===== src/hdl/dsp_pkg.sv =====
// Shared types, constants and the half-step coil table for the dual stepper positioner.
// No dependencies; every other file in this folder depends on it.
package dsp_pkg;

    localparam int DEF_ANGLE_BITS = 21;

    localparam int STEP_BITS     = 10;
    localparam int TOL_BITS      = 14;
    localparam int CFG_DATA_BITS = 14;
    localparam int CFG_IDX_BITS  = 1;
    localparam int PHASE_BITS    = 3;
    localparam int COIL_BITS     = 4;

    localparam logic [STEP_BITS-1:0] STEP_SIZE_RESET = STEP_BITS'(88);
    localparam logic [TOL_BITS-1:0]  TOLERANCE_RESET = TOL_BITS'(100);

    // register indexes on the configuration port
    localparam logic [CFG_IDX_BITS-1:0] CFG_STEP_SIZE = 1'b0;
    localparam logic [CFG_IDX_BITS-1:0] CFG_TOLERANCE = 1'b1;

    // request opcodes
    localparam logic OP_LOAD = 1'b0;
    localparam logic OP_TICK = 1'b1;

    typedef struct packed {
        logic [STEP_BITS-1:0] step_size;
        logic [TOL_BITS-1:0]  tolerance;
    } cfg_t;

    // per-axis status after one step
    typedef struct packed {
        logic near;    // within the arrival window
        logic past;    // position magnitude beyond goal magnitude
    } axis_flags_t;

    // half-step coil pattern, bit0 = first coil
    function automatic logic [COIL_BITS-1:0] coil_pattern(input logic [PHASE_BITS-1:0] phase);
        logic [COIL_BITS-1:0] pat;
        unique case (phase)
            3'd0: pat = 4'b0001;
            3'd1: pat = 4'b0011;
            3'd2: pat = 4'b0010;
            3'd3: pat = 4'b0110;
            3'd4: pat = 4'b0100;
            3'd5: pat = 4'b1100;
            3'd6: pat = 4'b1000;
            3'd7: pat = 4'b1001;
        endcase
        return pat;
    endfunction

endpackage


===== src/hdl/dsp_channels.sv =====
// Valid/ready channel interfaces for the request and result sides of the positioner.
// Depends on dsp_pkg.
interface dsp_cmd_if #(
    parameter int ANGLE_BITS = dsp_pkg::DEF_ANGLE_BITS
);
    logic                         valid;
    logic                         ready;
    logic                         op;
    logic signed [ANGLE_BITS-1:0] hori_target;
    logic signed [ANGLE_BITS-1:0] vert_target;

    modport source (output valid, op, hori_target, vert_target, input ready);
    modport sink   (input valid, op, hori_target, vert_target, output ready);
endinterface

interface dsp_rsp_if #(
    parameter int ANGLE_BITS = dsp_pkg::DEF_ANGLE_BITS
);
    logic                         valid;
    logic                         ready;
    logic [dsp_pkg::COIL_BITS-1:0] hori_coils;
    logic [dsp_pkg::COIL_BITS-1:0] vert_coils;
    logic signed [ANGLE_BITS-1:0] hori_position;
    logic signed [ANGLE_BITS-1:0] vert_position;
    logic                         done_res;

    modport source (output valid, hori_coils, vert_coils, hori_position, vert_position,
                    done_res, input ready);
    modport sink   (input valid, hori_coils, vert_coils, hori_position, vert_position,
                    done_res, output ready);
endinterface


===== src/hdl/dsp_cfg_regs.sv =====
// Configuration register file: step size and arrival tolerance.
// Depends on dsp_pkg.
module dsp_cfg_regs (
    input  logic                              clk,
    input  logic                              rst_n,
    input  logic                              cfg_we,
    input  logic [dsp_pkg::CFG_IDX_BITS-1:0]  cfg_index,
    input  logic [dsp_pkg::CFG_DATA_BITS-1:0] cfg_data,
    output dsp_pkg::cfg_t                     cfg
);
    import dsp_pkg::*;

    cfg_t cfg_reg;
    cfg_t cfg_next;

    always_comb
    begin
        cfg_next = cfg_reg;
        if (cfg_we)
        begin
            unique case (cfg_index)
                CFG_STEP_SIZE: cfg_next.step_size = cfg_data[STEP_BITS-1:0];
                CFG_TOLERANCE: cfg_next.tolerance = cfg_data[TOL_BITS-1:0];
            endcase
        end
    end

    always_ff @(posedge clk or negedge rst_n)
    begin
        if (!rst_n)
        begin
            cfg_reg.step_size <= STEP_SIZE_RESET;
            cfg_reg.tolerance <= TOLERANCE_RESET;
        end
        else
        begin
            cfg_reg <= cfg_next;
        end
    end

    assign cfg = cfg_reg;

endmodule


===== src/hdl/dsp_axis.sv =====
// One axis half-step: direction, saturating position update, phase wrap and arrival tests.
// Depends on dsp_pkg.
module dsp_axis #(
    parameter int ANGLE_BITS = dsp_pkg::DEF_ANGLE_BITS
) (
    input  logic signed [ANGLE_BITS-1:0]       angle,
    input  logic signed [ANGLE_BITS-1:0]       goal,
    input  logic [dsp_pkg::PHASE_BITS-1:0]     phase,
    input  dsp_pkg::cfg_t                      cfg,
    output logic signed [ANGLE_BITS-1:0]       angle_next,
    output logic [dsp_pkg::PHASE_BITS-1:0]     phase_next,
    output dsp_pkg::axis_flags_t               flags
);
    import dsp_pkg::*;

    localparam int W1 = ANGLE_BITS + 1;
    localparam int W2 = ANGLE_BITS + 2;

    logic                 below;
    logic                 above;
    logic signed [W1-1:0] angle_w;
    logic signed [W1-1:0] step_w;
    logic signed [W1-1:0] sum_w;
    logic signed [W2-1:0] diff_w;
    logic [W2-1:0]        diff_mag;
    logic [W1-1:0]        angle_mag;
    logic [W1-1:0]        goal_mag;
    logic signed [W1-1:0] new_w;
    logic signed [W1-1:0] goal_w;

    assign below   = angle < goal;
    assign above   = angle > goal;
    assign angle_w = W1'(angle);
    assign goal_w  = W1'(goal);
    assign step_w  = $signed(W1'(cfg.step_size));
    assign sum_w   = below ? angle_w + step_w : angle_w - step_w;

    always_comb
    begin
        priority if (!below && !above)
            angle_next = angle;
        else if (sum_w[W1-1] != sum_w[W1-2])
            // clamp to the range limit on the side of the true sign
            angle_next = sum_w[W1-1] ? {1'b1, {(ANGLE_BITS-1){1'b0}}}
                                     : {1'b0, {(ANGLE_BITS-1){1'b1}}};
        else
            angle_next = sum_w[ANGLE_BITS-1:0];
    end

    always_comb
    begin
        priority if (below)
            phase_next = phase + PHASE_BITS'(1);
        else if (above)
            phase_next = phase - PHASE_BITS'(1);
        else
            phase_next = phase;
    end

    assign new_w     = W1'(angle_next);
    assign diff_w    = W2'(new_w) - W2'(goal_w);
    assign diff_mag  = diff_w[W2-1] ? W2'(-diff_w) : W2'(diff_w);
    assign angle_mag = new_w[W1-1] ? W1'(-new_w) : W1'(new_w);
    assign goal_mag  = goal_w[W1-1] ? W1'(-goal_w) : W1'(goal_w);

    assign flags.near = diff_mag < W2'(cfg.tolerance);
    assign flags.past = angle_mag > goal_mag;

endmodule


===== src/hdl/dual_stepper_half_step_positioner.sv =====
// Top level of the dual half-step stepper positioner: state, result register and handshake.
// Depends on dsp_pkg, dsp_channels, dsp_cfg_regs and dsp_axis.
//
//   channel  | dir | payload                                            | handshake
//   ---------+-----+----------------------------------------------------+-------------
//   cmd      | in  | op, hori_target, vert_target                       | valid/ready
//   rsp      | out | hori_coils, vert_coils, hori/vert_position, done_res | valid/ready
//   cfg      | in  | cfg_index, cfg_data                                | cfg_we only
//
// Every request yields one result, valid in the cycle after acceptance; a new request can be
// taken every cycle. The single result register sets that figure: cmd.ready drops only
// while a result waits and rsp.ready is low. Reset clears the targets and positions,
// puts both phases at zero, marks the move done and loads step size 88, tolerance 100.
module dual_stepper_half_step_positioner #(
    parameter int ANGLE_BITS = dsp_pkg::DEF_ANGLE_BITS
) (
    input  logic                              clk,
    input  logic                              rst_n,
    input  logic                              cfg_we,
    input  logic [dsp_pkg::CFG_IDX_BITS-1:0]  cfg_index,
    input  logic [dsp_pkg::CFG_DATA_BITS-1:0] cfg_data,
    dsp_cmd_if.sink                           cmd,
    dsp_rsp_if.source                         rsp
);
    import dsp_pkg::*;

    cfg_t cfg;

    // move state
    logic [PHASE_BITS-1:0]        hori_phase_reg, hori_phase_next;
    logic [PHASE_BITS-1:0]        vert_phase_reg, vert_phase_next;
    logic signed [ANGLE_BITS-1:0] hori_angle_reg, hori_angle_next;
    logic signed [ANGLE_BITS-1:0] vert_angle_reg, vert_angle_next;
    logic signed [ANGLE_BITS-1:0] hori_goal_reg, hori_goal_next;
    logic signed [ANGLE_BITS-1:0] vert_goal_reg, vert_goal_next;
    logic                         finished_reg, finished_next;

    // result register
    logic                         rsp_valid_reg, rsp_valid_next;
    logic [COIL_BITS-1:0]         hori_coils_reg, vert_coils_reg;
    logic signed [ANGLE_BITS-1:0] hori_pos_reg, vert_pos_reg;
    logic                         done_reg;

    // stepped values from the axis units
    logic signed [ANGLE_BITS-1:0] hori_step_angle, vert_step_angle;
    logic [PHASE_BITS-1:0]        hori_step_phase, vert_step_phase;
    axis_flags_t                  hori_flags, vert_flags;

    logic accept;

    dsp_cfg_regs u_cfg (
        .clk       (clk),
        .rst_n     (rst_n),
        .cfg_we    (cfg_we),
        .cfg_index (cfg_index),
        .cfg_data  (cfg_data),
        .cfg       (cfg)
    );

    dsp_axis #(.ANGLE_BITS(ANGLE_BITS)) u_hori (
        .angle      (hori_angle_reg),
        .goal       (hori_goal_reg),
        .phase      (hori_phase_reg),
        .cfg        (cfg),
        .angle_next (hori_step_angle),
        .phase_next (hori_step_phase),
        .flags      (hori_flags)
    );

    dsp_axis #(.ANGLE_BITS(ANGLE_BITS)) u_vert (
        .angle      (vert_angle_reg),
        .goal       (vert_goal_reg),
        .phase      (vert_phase_reg),
        .cfg        (cfg),
        .angle_next (vert_step_angle),
        .phase_next (vert_step_phase),
        .flags      (vert_flags)
    );

    // Take a request whenever the result slot is empty or is being drained.
    assign cmd.ready = !rsp_valid_reg || rsp.ready;
    assign accept    = cmd.valid && cmd.ready;

    always_comb
    begin
        hori_phase_next = hori_phase_reg;
        vert_phase_next = vert_phase_reg;
        hori_angle_next = hori_angle_reg;
        vert_angle_next = vert_angle_reg;
        hori_goal_next  = hori_goal_reg;
        vert_goal_next  = vert_goal_reg;
        finished_next   = finished_reg;
        if (accept)
        begin
            priority if (cmd.op == OP_LOAD)
            begin
                // start a move: latch targets, zero positions, keep phases
                hori_goal_next  = cmd.hori_target;
                vert_goal_next  = cmd.vert_target;
                hori_angle_next = '0;
                vert_angle_next = '0;
                finished_next   = 1'b0;
            end
            else if (!finished_reg)
            begin
                // advance both axes one half-step, then test for arrival
                hori_angle_next = hori_step_angle;
                vert_angle_next = vert_step_angle;
                hori_phase_next = hori_step_phase;
                vert_phase_next = vert_step_phase;
                finished_next   = (hori_flags.near && vert_flags.near)
                               || (hori_flags.past && vert_flags.past);
            end
            else
            begin
                // finished move: hold everything, result repeats current state
                finished_next = finished_reg;
            end
        end
    end

    always_comb
    begin
        priority if (accept)
            rsp_valid_next = 1'b1;
        else if (rsp.ready)
            rsp_valid_next = 1'b0;
        else
            rsp_valid_next = rsp_valid_reg;
    end

    always_ff @(posedge clk or negedge rst_n)
    begin
        if (!rst_n)
        begin
            hori_phase_reg <= '0;
            vert_phase_reg <= '0;
            hori_angle_reg <= '0;
            vert_angle_reg <= '0;
            hori_goal_reg  <= '0;
            vert_goal_reg  <= '0;
            finished_reg   <= 1'b1;
            rsp_valid_reg  <= 1'b0;
        end
        else
        begin
            hori_phase_reg <= hori_phase_next;
            vert_phase_reg <= vert_phase_next;
            hori_angle_reg <= hori_angle_next;
            vert_angle_reg <= vert_angle_next;
            hori_goal_reg  <= hori_goal_next;
            vert_goal_reg  <= vert_goal_next;
            finished_reg   <= finished_next;
            rsp_valid_reg  <= rsp_valid_next;
        end
    end

    // Result payload: capture the post-request state on every accepted request.
    always_ff @(posedge clk)
    begin
        if (accept)
        begin
            hori_coils_reg <= coil_pattern(hori_phase_next);
            vert_coils_reg <= coil_pattern(vert_phase_next);
            hori_pos_reg   <= hori_angle_next;
            vert_pos_reg   <= vert_angle_next;
            done_reg       <= finished_next;
        end
    end

    assign rsp.valid         = rsp_valid_reg;
    assign rsp.hori_coils    = hori_coils_reg;
    assign rsp.vert_coils    = vert_coils_reg;
    assign rsp.hori_position = hori_pos_reg;
    assign rsp.vert_position = vert_pos_reg;
    assign rsp.done_res      = done_reg;

    // A load always reports an unfinished move at position zero.
    a_load_result: assert property (@(posedge clk) disable iff (!rst_n)
        accept && cmd.op == OP_LOAD |=> rsp.valid && !rsp.done_res
            && rsp.hori_position == '0 && rsp.vert_position == '0)
        else $error("load result not at zero or marked done");

    // A finished move stays finished until the next load.
    a_done_sticky: assert property (@(posedge clk) disable iff (!rst_n)
        finished_reg && !(accept && cmd.op == OP_LOAD) |=> finished_reg)
        else $error("finished move restarted without a load");

    // The phase moves by at most one half-step per cycle.
    a_hori_phase_step: assert property (@(posedge clk) disable iff (!rst_n)
        1'b1 |=> hori_phase_reg == $past(hori_phase_reg)
            || hori_phase_reg == PHASE_BITS'($past(hori_phase_reg) + PHASE_BITS'(1))
            || hori_phase_reg == PHASE_BITS'($past(hori_phase_reg) - PHASE_BITS'(1)))
        else $error("horizontal phase jumped");

    // A stalled result blocks new requests so nothing is overwritten.
    a_no_overwrite: assert property (@(posedge clk) disable iff (!rst_n)
        rsp_valid_reg && !rsp.ready |-> !cmd.ready)
        else $error("request accepted over a pending result");

endmodule

===== src/flat_wrapper.sv =====
// flat-port wrapper written by rule: the top's interface ports become plain ports
module dual_stepper_half_step_positioner_flat import dsp_pkg::*;
#(
    parameter int ANGLE_BITS = dsp_pkg::DEF_ANGLE_BITS
)
  (clk, rst_n, cfg_we, cfg_index, cfg_data, cmd_valid, cmd_op, cmd_hori_target, cmd_vert_target, cmd_ready, rsp_valid, rsp_hori_coils, rsp_vert_coils, rsp_hori_position, rsp_vert_position, rsp_done_res, rsp_ready);
  dsp_cmd_if #(.ANGLE_BITS(ANGLE_BITS)) cmd_i ();
  dsp_rsp_if #(.ANGLE_BITS(ANGLE_BITS)) rsp_i ();
  input  logic clk;
  input  logic rst_n;
  input  logic cfg_we;
  input  logic [dsp_pkg::CFG_IDX_BITS-1:0] cfg_index;
  input  logic [dsp_pkg::CFG_DATA_BITS-1:0] cfg_data;
  input wire logic [$bits(cmd_i.valid)-1:0] cmd_valid;
  input wire logic [$bits(cmd_i.op)-1:0] cmd_op;
  input wire logic [$bits(cmd_i.hori_target)-1:0] cmd_hori_target;
  input wire logic [$bits(cmd_i.vert_target)-1:0] cmd_vert_target;
  output wire logic [$bits(cmd_i.ready)-1:0] cmd_ready;
  output wire logic [$bits(rsp_i.valid)-1:0] rsp_valid;
  output wire logic [$bits(rsp_i.hori_coils)-1:0] rsp_hori_coils;
  output wire logic [$bits(rsp_i.vert_coils)-1:0] rsp_vert_coils;
  output wire logic [$bits(rsp_i.hori_position)-1:0] rsp_hori_position;
  output wire logic [$bits(rsp_i.vert_position)-1:0] rsp_vert_position;
  output wire logic [$bits(rsp_i.done_res)-1:0] rsp_done_res;
  input wire logic [$bits(rsp_i.ready)-1:0] rsp_ready;
  assign cmd_i.valid = cmd_valid;
  assign cmd_i.op = cmd_op;
  assign cmd_i.hori_target = cmd_hori_target;
  assign cmd_i.vert_target = cmd_vert_target;
  assign cmd_ready = cmd_i.ready;
  assign rsp_valid = rsp_i.valid;
  assign rsp_hori_coils = rsp_i.hori_coils;
  assign rsp_vert_coils = rsp_i.vert_coils;
  assign rsp_hori_position = rsp_i.hori_position;
  assign rsp_vert_position = rsp_i.vert_position;
  assign rsp_done_res = rsp_i.done_res;
  assign rsp_i.ready = rsp_ready;
  dual_stepper_half_step_positioner #(.ANGLE_BITS(ANGLE_BITS)) u_core (.clk(clk), .rst_n(rst_n), .cfg_we(cfg_we), .cfg_index(cfg_index), .cfg_data(cfg_data), .cmd(cmd_i), .rsp(rsp_i));
endmodule

===== config.mk =====
export PLATFORM = sky130hd
export DESIGN_NAME = dual_stepper_half_step_positioner_flat
export DESIGN_NICKNAME = d
export VERILOG_FILES = /design/src/hdl/dsp_pkg.sv /design/src/hdl/dsp_channels.sv /design/src/hdl/dsp_cfg_regs.sv /design/src/hdl/dsp_axis.sv /design/src/hdl/dual_stepper_half_step_positioner.sv /design/src/flat_wrapper.sv
export SDC_FILE = /design/constraint.sdc
export NUM_CORES = 1
export LEC_CHECK = 0
export BUFFER_PORTS_ARGS = -buffer_cell sky130_fd_sc_hd__buf_2
export CAP_MARGIN = 0
export CORE_MARGIN = 2
export CORE_UTILIZATION = 50
export DETAILED_ROUTE_END_ITERATION = 12
export GPL_ROUTABILITY_DRIVEN = 0
export GPL_TIMING_DRIVEN = 0
export PLACE_DENSITY = 0.75
export SLEW_MARGIN = 15
export SYNTH_ARGS = -nofsm -noshare
export SYNTH_HDL_FRONTEND = slang
export SYNTH_SLANG_ARGS = --single-unit

===== constraint.sdc =====
create_clock -name clk -period 9.48 [get_ports clk]
set_clock_uncertainty 0.15 [all_clocks]
set_input_delay 0.948 -clock clk [delete_from_list [all_inputs] [get_ports clk]]
set_output_delay 0.948 -clock clk [all_outputs]
set_load 0.05 [all_outputs]

==> impl_metrics.tcl <==
set metrics [dict create \
    drive_gt1_share_pct 27.1 \
    drv_cap 0 \
    grt_pass1_vias 16700 \
    crit_family "compound AO/OA/AOI/OAI gates" \
    yosysTopAreaCellShare_pct 16.2 \
    io_pins 116 \
    htree_levels 4 \
    cts_root_buffer "clkbuf_16" \
    clock_path_buffers 2 \
    path_max_fanout 5 \
    slew-limit-headroom_pct 36.6 \
    post-route-min-period_ns 9.86 \
    cp.depth 44 \
    nets 2568 \
    r2r_cells 44 \
    numCtsBuffers 17 \
    yosysSeqAreaShare_pct 26.4 \
    start_kind "flip-flop" \
    ys.warnings.count 0 \
    worst-path-buf-inv 6 \
    via_per_inst 6.45 \
    cp_common_cell "a21o_1" \
    tightest_slew_ns 0.945 \
    synth_async_sr_flop_share_pct 69.5 \
    maxSlewViolCount 0 \
    grt_pass1_wl_um 88100 \
    fp.dieW_um 188 \
    reg2reg_slack_ns -0.38 \
    hold_path_class "in -> async" \
    failed_checks "setup timing" \
    synth_area_leaders "dfrtp_1, ha_1, edfxtp_1, xnor2_1, o21ai_0" \
    setup_viol 2 \
    dp_hpwl_um 40600 \
    clk_pin_slew_ns 0.09 \
    critPathArrivalTime_ns 10.01 \
    grtUsageTotal_pct 31.4 \
    vias 17800 \
    cts_sinks 167 \
    mostFrequentLayoutCells "nand2_1, ha_1, o21ai_0" \
    grt_remaining_overflow 0 \
    rsz0062_at_grt "true" \
    cts_tree "done" \
    ys_types 104 \
    placementRows 67 \
    synth_edf_count 51 \
    antenna_found_initial 0 \
    die_area_mm2 0.0352 \
    clkLatencyLatePin_ns 0.47 \
    drc 0 \
    synthCells 2015 \
    drt-initial-drc-count 2272 \
    syn_to_final_growth_pct 26.0 \
    ys_seq_elements 167 \
    fin_crit_sh_pct 104 \
    dp.cells 2582 \
    critPathSlowestCell "dfrtp_2" \
    end_kind "flip-flop" \
    core_region_area_mm2 0.0334 \
    antenna_cells 0 \
    crit_required_ns 9.64 \
    port_buffers 115 \
    synthesis.area_mm2 0.0168 \
    finalHoldViolations 0 \
    wl_um 59600 \
    drt_pre_antenna_iters 8 \
    cp_slowest_stage_delay_ns 0.49 \
    largest_reg_flops 24 \
    ant_nets 0 \
    fmax_mhz 101 \
    wl_per_cell_um 21.6 \
    yosysTopAreaCell "dfrtp_1" \
    die_h_um 188 \
    syn_avg_cell_area_um2 8.36 \
    finalNonFillerCells 2755 \
    status "finished with violations" \
    ys.flop_type "dfrtp_1" \
    final_common_cell "nand2_1" \
    start_util_pct 50.5 \
    grt_max_degree 72 \
    crit_type "reg -> reg" \
    layout_setup_ws_ns -0.375 \
]
-- path summary, 6_finish.rpt --
path                                                      from                                   to
min                                                      rst_n  u_core.hori_goal_reg[5]$_DFFE_PN0P_
max                        u_core.vert_angle_reg[20]$_DFF_PN0_        u_core.rsp.done_res$_DFFE_PP_
min reg2reg                   u_core.u_cfg.cfg[12]$_DFFE_PN0P_     u_core.u_cfg.cfg[12]$_DFFE_PN0P_
max reg2reg                u_core.vert_angle_reg[20]$_DFF_PN0_        u_core.rsp.done_res$_DFFE_PP_
min in group clk              u_core.u_cfg.cfg[12]$_DFFE_PN0P_     u_core.u_cfg.cfg[12]$_DFFE_PN0P_
max in group asynchronous                                rst_n  u_core.vert_angle_reg[12]$_DFF_PN0_
-- area by class of cell --
class | count | area [µm²]
multi-input combinational | 1658 | 13000
fill | 2646 | 12100
sequential | 167 | 4460
timing repair buffer | 270 | 1860
tap | 448 | 561
inverter | 133 | 513
clock buffer | 19 | 443
buffer | 47 | 285
clock inverter | 13 | 135
-- synthesized netlist by cell type (all sizes together), types with 16 or more instances --
cell type / instances
nand4: 40
mux2: 23
dfrtp: 109
nand2: 204
xor2: 47
o211ai: 16
a21o: 48
clkbuf: 40
nor2b: 23
o31ai: 26
a22o: 20
o21ai: 186
nand3: 41
o21a: 25
nor3: 41
inv: 132
edfxtp: 51
nor2: 147
ha: 207
a31oi: 24
and2: 22
xnor2: 134
a21oi: 137
buf: 19
and3: 18
-- cells by family (layout without fill, tap and decap cells) --
| kind of cell | Yosys count | after routing | synth area share (%) |
|---|---|---|---|
| and+or+nand+nor | 629 | 629 | 18.3 |
| AOI/OAI and AO/OA | 600 | 600 | 23.2 |
| adders and majority gates | 213 | 213 | 16.0 |
| buffers and inverters | 192 | 482 | 4.52 |
| xor gates and xnor gates | 183 | 183 | 9.69 |
| DFF | 167 | 167 | 26.4 |
| muxes | 29 | 29 | 1.89 |
| other | 2 | 4 | 0.0446 |
-- stage by stage --
step | worst slack (ns) | TNS, ns | instance area [µm²] | hold WS (ns) | util [%]
floorplan | 0.0574 | 0 | 16900 | 0.329 | -
global placement | -2.13 | -4.17 | 18000 | 0.337 | 54.0
detailed placement | -2.28 | -4.47 | 18100 | 0.344 | 54.2
global route | -0.653 | -1.23 | 21200 | 0.283 | 63.6
finish | -0.375 | -0.675 | 21200 | 0.260 | 63.6
CTS | 0.00459 | 0 | 20300 | 0.278 | 60.8
-- worst reg2reg max path: cells and delay by family (launching register included) --
family	cells	cell delay, ns
buf+inv	6	0.81
compound gates	20	3.90
fa+ha+maj	4	1.22
flops	1	0.49
simple gates	11	2.54
xor+xnor	3	0.60
-- routing by layer --
layer | GRT usage [%] | part of all wire [%]
met5 | 0 | 0
met4 | 15.6 | 5.5
met3 | 6.18 | 11
met2 | 49.3 | 44
met1 | 41.4 | 39
-- repair_timing --
item	CTS	global route
hold buffers	0	0
pin swaps	70	100
cloned	4	0
gates resized for setup	228	106
endpoints found under the setup margin	2	2
buffers inserted	89	60
Power is not shown: default switching activity piles up to over one toggle a cycle in this logic, so the estimate is an artifact.
